===== src/hdl/cdq_pkg.sv =====
// cdq_pkg: shared codes, widths and types for the circular deque.
// No dependencies; compiled first.
package cdq_pkg;

  localparam int FUNC_W   = 3;
  localparam int CAP_W    = 5;
  localparam int APB_AW   = 3;
  localparam int APB_DW   = 32;

  // capacity register reset value
  localparam logic [CAP_W-1:0] CAP_RESET = 5'd16;

  // register word index
  localparam logic [APB_AW-3:0] REG_CAPACITY = '0;

  typedef enum logic [FUNC_W-1:0] {
    FN_PUSH_FRONT = 3'd0,
    FN_PUSH_BACK  = 3'd1,
    FN_POP_FRONT  = 3'd2,
    FN_POP_BACK   = 3'd3,
    FN_STATUS     = 3'd4
  } cdq_func_t;

  // per-cell select lines, decoded in the top level
  typedef struct packed {
    logic wr;        // store write word this cycle
    logic head_hit;  // cell holds the front after the operation
    logic tail_hit;  // cell holds the rear after the operation
  } cdq_cell_ctl_t;

endpackage


===== src/hdl/cdq_in_if.sv =====
// cdq_in_if: operation channel (valid/ready plus func and item_value).
// Depends on cdq_pkg.
interface cdq_in_if #(
  parameter int VALUE_WIDTH = 32
);
  logic                              valid;
  logic                              ready;
  logic [cdq_pkg::FUNC_W-1:0]        func;
  logic signed [VALUE_WIDTH-1:0]     item_value;

  modport source (output valid, output func, output item_value, input ready);
  modport sink   (input valid, input func, input item_value, output ready);
endinterface


===== src/hdl/cdq_out_if.sv =====
// cdq_out_if: result channel (valid/ready plus status word).
// No package dependencies.
interface cdq_out_if #(
  parameter int VALUE_WIDTH = 32
);
  logic                          valid;
  logic                          ready;
  logic                          success;
  logic signed [VALUE_WIDTH-1:0] front_value;
  logic signed [VALUE_WIDTH-1:0] rear_value;
  logic                          is_empty;
  logic                          is_full;

  modport source (output valid, output success, output front_value, output rear_value,
                  output is_empty, output is_full, input ready);
  modport sink   (input valid, input success, input front_value, input rear_value,
                  input is_empty, input is_full, output ready);
endinterface


===== src/hdl/cdq_cell.sv =====
// cdq_cell: one ring entry; stores a word and taps the front/rear read chain.
// Depends on cdq_pkg (cdq_cell_ctl_t).
module cdq_cell #(
  parameter int VALUE_WIDTH = 32
) (
  input  logic                   clk,
  input  cdq_pkg::cdq_cell_ctl_t ctl,
  input  logic [VALUE_WIDTH-1:0] wdata,
  input  logic [VALUE_WIDTH-1:0] front_in,
  input  logic [VALUE_WIDTH-1:0] rear_in,
  output logic [VALUE_WIDTH-1:0] front_out,
  output logic [VALUE_WIDTH-1:0] rear_out
);

  logic [VALUE_WIDTH-1:0] data;
  logic [VALUE_WIDTH-1:0] fwd;

  always_ff @(posedge clk) begin
    if (ctl.wr) begin
      data <= wdata;
    end
  end

  // word written this cycle is seen by the result at once
  assign fwd       = ctl.wr ? wdata : data;
  assign front_out = ctl.head_hit ? fwd : front_in;
  assign rear_out  = ctl.tail_hit ? fwd : rear_in;

endmodule


===== src/hdl/circular_deque.sv =====
// circular_deque: bounded double-ended queue over a row of storage cells.
// Depends on cdq_pkg, cdq_in_if, cdq_out_if and cdq_cell.
//
// Usage:
//   in_ch  carries one operation word: func (0 push front, 1 push back,
//          2 pop front, 3 pop back, 4..7 status only) and item_value.
//   out_ch returns exactly one status word per operation: success,
//          front_value, rear_value (all ones when empty), is_empty, is_full.
//   APB    register 0 (byte address 0) is capacity, 5 bits, reset 16;
//          0 acts as 1, values above MAX_DEPTH act as MAX_DEPTH.
//          Change it only while no operation is in flight.
// Latency: the status word is valid the cycle after the operation is taken.
// Throughput: one operation per cycle while out_ch is ready. The pointer update,
//   the cell write and the front/rear pick through the cell chain all settle
//   together, so the chain length (MAX_DEPTH cells) sets the critical path.
// Stall: the result sits in an output register; a new operation is taken
//   in the same cycle the waiting word leaves, otherwise in_ch.ready drops.
// Reset (rst, synchronous): pointers to 0, deque empty, capacity 16,
//   output register empty. Cell contents are not cleared; an entry is
//   only read after it is written.
module circular_deque #(
  parameter int MAX_DEPTH   = 16,
  parameter int VALUE_WIDTH = 32
) (
  input  logic                        clk,
  input  logic                        rst,
  cdq_in_if.sink                      in_ch,
  cdq_out_if.source                   out_ch,
  input  logic                        psel,
  input  logic                        penable,
  input  logic                        pwrite,
  input  logic [cdq_pkg::APB_AW-1:0]  paddr,
  input  logic [cdq_pkg::APB_DW-1:0]  pwdata,
  output logic [cdq_pkg::APB_DW-1:0]  prdata,
  output logic                        pready
);

  // pointer width and width that holds MAX_DEPTH itself
  localparam int PW = (MAX_DEPTH > 1) ? $clog2(MAX_DEPTH) : 1;
  localparam int CW = $clog2(MAX_DEPTH + 1);
  localparam int EW = (CW > cdq_pkg::CAP_W) ? CW : cdq_pkg::CAP_W;

  // ---------------------------------------------------------------- config
  logic [cdq_pkg::CAP_W-1:0] capacity;
  logic                      cfg_wr;
  logic                      reg_hit;

  assign pready  = 1'b1;
  assign reg_hit = (paddr[cdq_pkg::APB_AW-1:2] == cdq_pkg::REG_CAPACITY);
  assign cfg_wr  = psel && penable && pwrite && pready && reg_hit;
  assign prdata  = reg_hit ? cdq_pkg::APB_DW'(capacity) : '0;

  always_ff @(posedge clk) begin
    if (rst) begin
      capacity <= cdq_pkg::CAP_RESET;
    end else if (cfg_wr) begin
      capacity <= pwdata[cdq_pkg::CAP_W-1:0];
    end
  end

  // clamp capacity into 1..MAX_DEPTH
  logic [EW-1:0] cap_ext;
  logic [CW-1:0] cap_eff;

  assign cap_ext = EW'(capacity);

  always_comb begin
    priority if (capacity == '0) begin
      cap_eff = CW'(1);
    end else if (cap_ext > EW'(MAX_DEPTH)) begin
      cap_eff = CW'(MAX_DEPTH);
    end else begin
      cap_eff = CW'(cap_ext);
    end
  end

  // ------------------------------------------------------- pointer helpers
  function automatic logic [PW-1:0] step_up(input logic [PW-1:0] p,
                                            input logic [CW-1:0] c);
    logic [CW:0] s;
    s = (CW+1)'(p) + (CW+1)'(1);
    step_up = (s >= (CW+1)'(c)) ? '0 : PW'(s);
  endfunction

  function automatic logic [PW-1:0] step_down(input logic [PW-1:0] p,
                                              input logic [CW-1:0] c);
    step_down = (p == '0 || CW'(p) > c) ? PW'(c - CW'(1)) : p - PW'(1);
  endfunction

  // ---------------------------------------------------------- deque state
  logic [PW-1:0] head;
  logic [PW-1:0] tail;
  logic          empty_flag;
  logic [PW-1:0] head_next;
  logic [PW-1:0] tail_next;
  logic          empty_next;
  logic          ok;
  logic          we;
  logic [PW-1:0] waddr;
  logic          full_now;
  logic          full_next;
  logic          accept;

  assign accept   = in_ch.valid && in_ch.ready;
  assign full_now = !empty_flag && (step_up(tail, cap_eff) == head);

  always_comb begin
    head_next  = head;
    tail_next  = tail;
    empty_next = empty_flag;
    ok         = 1'b1;
    we         = 1'b0;
    waddr      = '0;
    unique case (in_ch.func)
      cdq_pkg::FN_PUSH_FRONT, cdq_pkg::FN_PUSH_BACK: begin
        priority if (empty_flag) begin
          // first word always lands in entry 0
          head_next  = '0;
          tail_next  = '0;
          empty_next = 1'b0;
          we         = 1'b1;
          waddr      = '0;
        end else if (full_now) begin
          ok = 1'b0;
        end else if (in_ch.func == cdq_pkg::FN_PUSH_FRONT) begin
          head_next = step_down(head, cap_eff);
          we        = 1'b1;
          waddr     = head_next;
        end else begin
          tail_next = step_up(tail, cap_eff);
          we        = 1'b1;
          waddr     = tail_next;
        end
      end
      cdq_pkg::FN_POP_FRONT, cdq_pkg::FN_POP_BACK: begin
        priority if (empty_flag) begin
          ok = 1'b0;
        end else if (head == tail) begin
          // last entry leaves: back to the reset pointers
          head_next  = '0;
          tail_next  = '0;
          empty_next = 1'b1;
        end else if (in_ch.func == cdq_pkg::FN_POP_FRONT) begin
          head_next = step_up(head, cap_eff);
        end else begin
          tail_next = step_down(tail, cap_eff);
        end
      end
      default: begin
        // status only, also the unused codes
      end
    endcase
  end

  assign full_next = !empty_next && (step_up(tail_next, cap_eff) == head_next);

  always_ff @(posedge clk) begin
    if (rst) begin
      head       <= '0;
      tail       <= '0;
      empty_flag <= 1'b1;
    end else if (accept) begin
      head       <= head_next;
      tail       <= tail_next;
      empty_flag <= empty_next;
    end
  end

  // ------------------------------------------------------------ cell row
  // front/rear words ripple from cell 0 to the last cell; the cell whose
  // index matches the new head (tail) substitutes its word.
  logic [VALUE_WIDTH-1:0] front_link [0:MAX_DEPTH];
  logic [VALUE_WIDTH-1:0] rear_link  [0:MAX_DEPTH];

  assign front_link[0] = '1;
  assign rear_link[0]  = '1;

  for (genvar i = 0; i < MAX_DEPTH; i++) begin : g_cell
    cdq_pkg::cdq_cell_ctl_t ctl;

    assign ctl.wr       = accept && we && (waddr == PW'(i));
    assign ctl.head_hit = (head_next == PW'(i));
    assign ctl.tail_hit = (tail_next == PW'(i));

    cdq_cell #(
      .VALUE_WIDTH (VALUE_WIDTH)
    ) u_cell (
      .clk       (clk),
      .ctl       (ctl),
      .wdata     (in_ch.item_value),
      .front_in  (front_link[i]),
      .rear_in   (rear_link[i]),
      .front_out (front_link[i+1]),
      .rear_out  (rear_link[i+1])
    );
  end

  // ------------------------------------------------------- output register
  logic out_valid;

  assign in_ch.ready  = !out_valid || out_ch.ready;
  assign out_ch.valid = out_valid;

  always_ff @(posedge clk) begin
    if (rst) begin
      out_valid <= 1'b0;
    end else if (accept) begin
      out_valid <= 1'b1;
    end else if (out_ch.ready) begin
      out_valid <= 1'b0;
    end
  end

  always_ff @(posedge clk) begin
    if (accept) begin
      out_ch.success     <= ok;
      out_ch.front_value <= empty_next ? '1 : front_link[MAX_DEPTH];
      out_ch.rear_value  <= empty_next ? '1 : rear_link[MAX_DEPTH];
      out_ch.is_empty    <= empty_next;
      out_ch.is_full     <= full_next;
    end
  end

  // ------------------------------------------------------------ assertions
  a_result_follows: assert property (@(posedge clk) disable iff (rst)
    accept |=> out_ch.valid)
    else $error("result word missing after accepted operation");

  a_flags_exclusive: assert property (@(posedge clk) disable iff (rst)
    out_ch.valid |-> !(out_ch.is_empty && out_ch.is_full))
    else $error("result reports both empty and full");

  a_empty_values: assert property (@(posedge clk) disable iff (rst)
    (out_ch.valid && out_ch.is_empty) |->
      (out_ch.front_value == '1 && out_ch.rear_value == '1))
    else $error("empty result carries stored values");

  a_refused_push: assert property (@(posedge clk) disable iff (rst)
    (accept && !ok && (in_ch.func == cdq_pkg::FN_PUSH_FRONT ||
                       in_ch.func == cdq_pkg::FN_PUSH_BACK)) |=> out_ch.is_full)
    else $error("push refused while deque not full");

endmodule


===== src/flat_wrapper.sv =====
// flat-port wrapper written by rule: the top's interface ports become plain ports
module circular_deque_flat 
#(
  parameter int MAX_DEPTH   = 16,
  parameter int VALUE_WIDTH = 32
)
  (clk, rst, psel, penable, pwrite, paddr, pwdata, prdata, pready, in_ch_valid, in_ch_func, in_ch_item_value, in_ch_ready, out_ch_valid, out_ch_success, out_ch_front_value, out_ch_rear_value, out_ch_is_empty, out_ch_is_full, out_ch_ready);
  cdq_in_if #(.VALUE_WIDTH(VALUE_WIDTH)) in_ch_i ();
  cdq_out_if #(.VALUE_WIDTH(VALUE_WIDTH)) out_ch_i ();
  input  logic clk;
  input  logic rst;
  input  logic psel;
  input  logic penable;
  input  logic pwrite;
  input  logic [cdq_pkg::APB_AW-1:0] paddr;
  input  logic [cdq_pkg::APB_DW-1:0] pwdata;
  output logic [cdq_pkg::APB_DW-1:0] prdata;
  output logic pready;
  input wire logic [$bits(in_ch_i.valid)-1:0] in_ch_valid;
  input wire logic [$bits(in_ch_i.func)-1:0] in_ch_func;
  input wire logic [$bits(in_ch_i.item_value)-1:0] in_ch_item_value;
  output wire logic [$bits(in_ch_i.ready)-1:0] in_ch_ready;
  output wire logic [$bits(out_ch_i.valid)-1:0] out_ch_valid;
  output wire logic [$bits(out_ch_i.success)-1:0] out_ch_success;
  output wire logic [$bits(out_ch_i.front_value)-1:0] out_ch_front_value;
  output wire logic [$bits(out_ch_i.rear_value)-1:0] out_ch_rear_value;
  output wire logic [$bits(out_ch_i.is_empty)-1:0] out_ch_is_empty;
  output wire logic [$bits(out_ch_i.is_full)-1:0] out_ch_is_full;
  input wire logic [$bits(out_ch_i.ready)-1:0] out_ch_ready;
  assign in_ch_i.valid = in_ch_valid;
  assign in_ch_i.func = in_ch_func;
  assign in_ch_i.item_value = in_ch_item_value;
  assign in_ch_ready = in_ch_i.ready;
  assign out_ch_valid = out_ch_i.valid;
  assign out_ch_success = out_ch_i.success;
  assign out_ch_front_value = out_ch_i.front_value;
  assign out_ch_rear_value = out_ch_i.rear_value;
  assign out_ch_is_empty = out_ch_i.is_empty;
  assign out_ch_is_full = out_ch_i.is_full;
  assign out_ch_i.ready = out_ch_ready;
  circular_deque #(.MAX_DEPTH(MAX_DEPTH), .VALUE_WIDTH(VALUE_WIDTH)) u_core (.clk(clk), .rst(rst), .in_ch(in_ch_i), .out_ch(out_ch_i), .psel(psel), .penable(penable), .pwrite(pwrite), .paddr(paddr), .pwdata(pwdata), .prdata(prdata), .pready(pready));
endmodule

===== config.mk =====
export PLATFORM = sky130hd
export DESIGN_NAME = circular_deque_flat
export DESIGN_NICKNAME = d
export VERILOG_FILES = /design/src/hdl/cdq_pkg.sv /design/src/hdl/cdq_in_if.sv /design/src/hdl/cdq_out_if.sv /design/src/hdl/cdq_cell.sv /design/src/hdl/circular_deque.sv /design/src/flat_wrapper.sv
export SDC_FILE = /design/constraint.sdc
export NUM_CORES = 1
export LEC_CHECK = 0
export ABC_AREA = 1
export BUFFER_PORTS_ARGS = -buffer_cell sky130_fd_sc_hd__buf_2
export CAP_MARGIN = 10
export CORE_MARGIN = 4
export CORE_UTILIZATION = 35
export DETAILED_ROUTE_END_ITERATION = 6
export HOLD_SLACK_MARGIN = 0.1
export SLEW_MARGIN = 20
export SYNTH_ARGS = -nofsm -noshare
export SYNTH_HDL_FRONTEND = slang
export SYNTH_SLANG_ARGS = --single-unit

===== constraint.sdc =====
create_clock -name clk -period 8.5 [get_ports clk]
set_input_delay 0.425 -clock clk [delete_from_list [all_inputs] [get_ports clk]]
set_output_delay 0.425 -clock clk [all_outputs]
set_load 0.005 [all_outputs]

# == Word-level counts from Yosys, hierarchy flattened ==
# Cells that the tools add are included.
# word_totals
out_inout_bits,102
ff_bits,594
input_bits,77
# classes
eq_ne,51
n_reduce_logical,39
order_cmp,6
add_sub_neg,6
mux,84
n_bitwise,1
# ops
cell,n
2-to-1 mux 32 bit,48
"== test 4 bit, second input constant",24
2-to-1 mux 4 bit,21
"== test 4 x 3 -> 1 bit, second input constant",12
"== test 4 x 2 -> 1 bit, second input constant",6
logical AND 1 bit,23
zero test 4 bit,5
case mux 4 bit (2 select lines),2
"adder 4 x 1 -> 5 bit, second input constant",3
>= comparator 5 bit,3
2-to-1 mux 5 bit,3
"== test 4 x 1 -> 1 bit, second input constant",3
== test 4 bit,3
"subtractor 4 x 1 -> 4 bit, second input constant",3
greater-than comparator 4 x 5 -> 1 bit,2
2-to-1 mux 1 bit,8
"== test 3 x 2 -> 1 bit, second input constant",2
"greater-than comparator 5 bit, second input constant",1
zero test 5 bit,1
case mux 1 bit (2 select lines),2
OR reduction 2 bit,2
"== test 3 x 1 -> 1 bit, second input constant",1
zero test 1 bit,3
zero test 3 bit,1
3 further kinds,5

# == Longest topological paths before layout ==
# logic_depth
ltp_word,29
depth_mapped,46

# == Cells and area by module ==
# From an unflattened synthesis, not the netlist that was laid out.
# hier_totals
cells_unflattened,7182
area_unflattened_um2,45967.8
# modules_own_cells
module,seq_area_each_um2,area_per_inst_um2,n_inst,cells_each
cdq_cell,640.6,2533.7,16,408
circular_deque,2312.2,5429.0,1,654

# == Worst setup path before layout ==
# OpenSTA, ideal clock, no wires.
# synth_timing
path_type,flip-flop to flip-flop
from,register u_core.tail[0]
to,register u_core.out_ch.is_full (data pin)
slack_ps,3136
setup_ps,139
stages_incl_launch_ff,33
arrival_ps,5225
t_required_ps,8361
n_path_buf,3
path_cell_list,dfxtp_1 buf_2 inv_1 ha_1 ha_1 nand2_1 nand2_1 a21oi_1 nand2_1 nand2_4 nand3_1 nand2_1 nand2_1 nor2_4 nand2_8 buf_6 nand2_1 a21oi_1 o311ai_0 o21a_1 ha_1 clkinv_1 nor2_1 clkbuf_1 ha_1 a21oi_1 nand2_1 xnor2_1 nor2_1 o21ai_0 a221oi_1 o211ai_1 nor2_1
# synth_via
elab_chain_cells,13
# synth_lines
element,line_no,rtl
"start, declared",circular_deque.sv:92,logic [PW-1:0] tail;
"start signal, assigned",circular_deque.sv:164,tail <= tail_next;
adder 4 x 1 -> 5 bit,circular_deque.sv:81,s = (CW+1)'(p) + (CW+1)'(1);
>= comparator 5 bit,circular_deque.sv:82,step_up = (s >= (CW+1)'(c)) ? '0 : PW'(s);
2-to-1 mux 4 bit,circular_deque.sv:82,
== test 4 bit,circular_deque.sv:105,"assign full_now = !empty_flag && (step_up(tail, cap_eff) == head);"
logical AND 1 bit,circular_deque.sv:105,
2-to-1 mux 4 bit,circular_deque.sv:123,end else if (full_now) begin
2-to-1 mux 4 bit,circular_deque.sv:116,priority if (empty_flag) begin
case mux 4 bit (2 select lines) (*),circular_deque.sv:114,unique case (in_ch.func)
via u_core.tail_next[0],circular_deque.sv:95,logic [PW-1:0] tail_next;
adder 4 x 1 -> 5 bit (*),circular_deque.sv:81,
>= comparator 5 bit,circular_deque.sv:82,
2-to-1 mux 4 bit (*),circular_deque.sv:82,
== test 4 bit (*),circular_deque.sv:155,"assign full_next = !empty_next && (step_up(tail_next, cap_eff) == head_next);"
logical AND 1 bit (*),circular_deque.sv:155,
via u_core.full_next,circular_deque.sv:101,logic full_next;
"end signal, assigned",circular_deque.sv:220,out_ch.is_full <= full_next;
"end, declared",cdq_out_if.sv:15,"output is_empty, output is_full, input ready);"
# Mark *: on every way through the listed nets, which the timed path passes. The rest lies on a longest branch.
# A chain may end at the register's enable or synchronous reset.

# == Worst setup path in the final report ==
# layout_timing
from,register u_core.tail[0]
to,register u_core.out_ch.rear_value[26] (data pin)
# layout_rtl
element,line_no,rtl
adder 4 x 1 -> 5 bit,circular_deque.sv:81,
>= comparator 5 bit,circular_deque.sv:82,
2-to-1 mux 4 bit,circular_deque.sv:82,
== test 4 bit,circular_deque.sv:105,
logical AND 1 bit,circular_deque.sv:105,
2-to-1 mux 4 bit,circular_deque.sv:123,
2-to-1 mux 4 bit,circular_deque.sv:116,
case mux 4 bit (2 select lines) (*),circular_deque.sv:114,
via u_core.tail_next[0],circular_deque.sv:95,
zero test 4 bit,circular_deque.sv:183,assign ctl.tail_hit = (tail_next == PW'(i));
2-to-1 mux 32 bit (15 in series),cdq_cell.sv:27,assign rear_out = ctl.tail_hit ? fwd : rear_in;
2-to-1 mux 32 bit (*),cdq_cell.sv:27,
"end signal, assigned",circular_deque.sv:218,out_ch.rear_value <= empty_next ? '1 : rear_link[MAX_DEPTH];
"end, declared",cdq_out_if.sv:14,"modport source (output valid, output success, output front_value, output rear_value,"
# Marks and branches as above.

==> flow_summary.toml <==
[die]
design.die.area_um2 = 93700
coreArea_um2 = 88240
die_x_um = 306.1
die_h_um = 306.1
std_cell_rows = 109
start_util_pct = 35.25
pin_count = 179

[setup_path]
path_class = "reg -> reg"
worstPathRequired_ns = 8.90
crit_family = "simple AND/OR/NAND/NOR gates"
crit_top_cell = "nand2_1"
cp-start-kind = "flip-flop"
crit_buf_inv = 2
worstSetupEndpointType = "flip-flop"
r2r_slack_ns = 1.64
crit_fanout = 18
critPathArrivalTime_ns = 7.26
crit_slowest_cell = "nor2_2"
critPathMaxStageDelay_ns = 1.03

[logic_synthesis]
postSynthAreaPerCell_um2 = 6.608
yosysUniqueCellTypes = 52
postSynth.asyncResetShare_pct = 0
syn_inst = 4707
yosysSeqAreaShare_pct = 40.39
ys_ff_latch = 594
ys_warn_count = 0
synth_edf_count = 67
syn_area_um2 = 31100
synthFlopType = "dfxtp_1"

[clocking]
cts_buffers = 61
clock-sinks = 594
clk_pin_slew_ns = 0.06
cts_root_buffer = "clkbuf_16"
clk_latency_ns = 0.66
post_cts_buffers = 0
htree_num_levels = 2
cts_tree = "built"
clockBufferDepth = 3

[finish]
area_delta_synth_final_pct = 10.86
num-fill-cells = 9328
fin_cells = 5891
layout-drive-gt1-share_pct = 8.423
final_nets = 4782
utilization_pct = 39.08

[run_status]
status = "complete, no violations"

[detailed_routing]
drc_errors = 0
finalWirelength_mm = 104.9
firstDrtPassIters = 6
drtAntennaViolNets = 0
routedWlPerCell_um = 17.81
vias = 29650
drt_iter0_markers = 2477
vias_per_cell = 5.033

[timing]
period_needed_ns = 6.863
worst_slew_pin_slew_ns = 1.100
finalCritPeriodShare_pct = 80.74
hold_viol = 0
setup_violations = 0
fmax_ghz = 0.1457
slew_violations = 0
finClkSkew_ns = 0.02968
relSlewSlack_pct = 26.59
grt_setup_unrepaired = "false"
fin_setup_tns_ns = 0
worst_hold_slack_ns = 0.1302

[power_and_ir_drop]
finalPower_mw = 7.378
leakage_nw = 15.26
p_per_area_nw_per_um2 = 214.0
ir_drop_mv = 0.2012

[global_route]
grt_pass1_vias = 28030
grt_usage_pct = 21.56
use_met2_pct = 37.95
grt_pass1_wl_mm = 160.5
busiest_layer = "met2"
overflow = 0
grt_use_met3_pct = 2.266
grt_max_degree = 68
antenna_found_initial = 0
gr-usage-met1_pct = 26.49

[run]
maxCapViolCount = 0

[placement]
dp_cells = 5768
portBuffers = 121
place_hpwl_mm = 69.97
gp_congestion = 0.8929

[hold_path]
hold_path.class = "in -> reg"
==> area by class of cell <==
| cell class | instances | area (um^2) | share of cell area [%] |
|---|---|---|---|
| Tap cell | 1165 | 1458 | 4.227 |
| Sequential cell | 594 | 12560 | 36.43 |
| Multi-Input combinational cell | 3229 | 14980 | 43.45 |
| Timing Repair Buffer | 175 | 1028 | 2.983 |
| Clock buffer | 89 | 1783 | 5.171 |
| Inverter | 612 | 2303 | 6.680 |
| Antenna cell | 1 | 2.502 | 0.007257 |
| Clock inverter | 26 | 362.8 | 1.052 |
==> synthesized netlist by cell type, drive strengths merged, types with 11 or more instances <==
| master | count | share of area (%) |
|---|---|---|
| or2 | 31 | 0.62 |
| ha | 32 | 1.3 |
| xor2 | 11 | 0.31 |
| dfxtp | 527 | 34 |
| a21oi | 436 | 7.0 |
| nand2 | 1457 | 18 |
| edfxtp | 67 | 6.5 |
| o21ai | 584 | 9.4 |
| nor3 | 95 | 1.7 |
| o211ai | 19 | 0.49 |
| nand4 | 55 | 1.1 |
| nor2 | 286 | 4.0 |
| inv | 605 | 7.3 |
| o2111ai | 15 | 0.42 |
| buf | 155 | 2.9 |
| nand3 | 146 | 2.5 |
| clkbuf | 143 | 1.7 |
| o22ai | 12 | 0.24 |
==> placed cells by master (no fill, tap or decap), types with 14 or more instances in the layout <==
master,instances
ha_1,32
nand4_1,54
nor2_1,246
nand3_1,137
nor3_1,87
buf_2,121
conb_1,28
clkbuf_16,62
a21oi_1,435
o211ai_1,17
inv_1,579
nor2_2,16
o2111ai_1,15
nor2_4,20
dfxtp_1,527
inv_2,23
edfxtp_1,67
or2_2,21
o21ai_1,166
o21ai_0,414
nand2_1,1439
clkbuf_1,14
buf_4,47
clkinv_2,14
==> report_power, final <==
part | internal [mW] | switching, mW | leakage, nW | total (mW)
clock network | 1.67 | 1.22 | 1.05 | 2.89
registers | 2.98 | 0.0433 | 4.83 | 3.03
logic | 0.438 | 1.02 | 9.38 | 1.46
==> state kept, by name, indices dropped and copies added (netlist names) <==
signal,cells
u_core.g_cell.u_cell.data,512
u_core.out_ch.front_value,32
u_core.out_ch.rear_value,32
u_core.cap_ext,5
u_core.head,4
u_core.tail,4
u_core.empty_flag,1
u_core.out_ch.is_empty,1
u_core.out_ch.is_full,1
u_core.out_ch.success,1
u_core.out_ch.valid,1
==> worst paths after layout <==
kind | startpoint | endpoint | cells after the start
hold / removal | in_ch_item_value[13] | u_core.g_cell[4].u_cell.data[13] | 3
setup / recovery | u_core.tail[0] | u_core.out_ch.rear_value[26] | 37
setup reg to reg | u_core.tail[0] | u_core.out_ch.rear_value[26] | 37
hold reg to reg | u_core.g_cell[4].u_cell.data[30] | u_core.g_cell[4].u_cell.data[30] | 2
==> tightest hold or removal path: stages <==
cell and delay (ns):
buf_2 0.15, a21oi_1 0.08, inv_1 0.07
==> layer usage <==
layer / part of all wire (%) / vias to the layer above
li1: - / 14880
met1: 41 / 13570
met2: 48 / 937
met3: 5.4 / 260
met4: 4.8 / 0
met5: 0 / -
==> kinds of logic after synthesis <==
kind of cell	share of synthesized area (%)
simple gates	27.78
compound gates	18.09
buf+inv	12.07
flops	40.39
fa+ha+maj	1.287
xor+xnor	0.3661
other cells	0.02414
==> timing repair <==
item | in CTS | in global routing
endpoints found under the setup margin | 0 | 0
hold endpoints to repair | 6 | 0
hold buffers | 7 | 0
gates resized for setup | 0 | 0
==> per-stage QoR <==
| step | worst slack (ns) | instance area, um^2 |
|---|---|---|
| floorplan | 3.136 | 31200 |
| global placement | 1.756 | 32260 |
| detailed placement | 1.760 | 32260 |
| CTS | 1.732 | 34480 |
| global route | 1.057 | 34480 |
| finish | 1.637 | 34480 |
(Power assumes the default switching activity.)
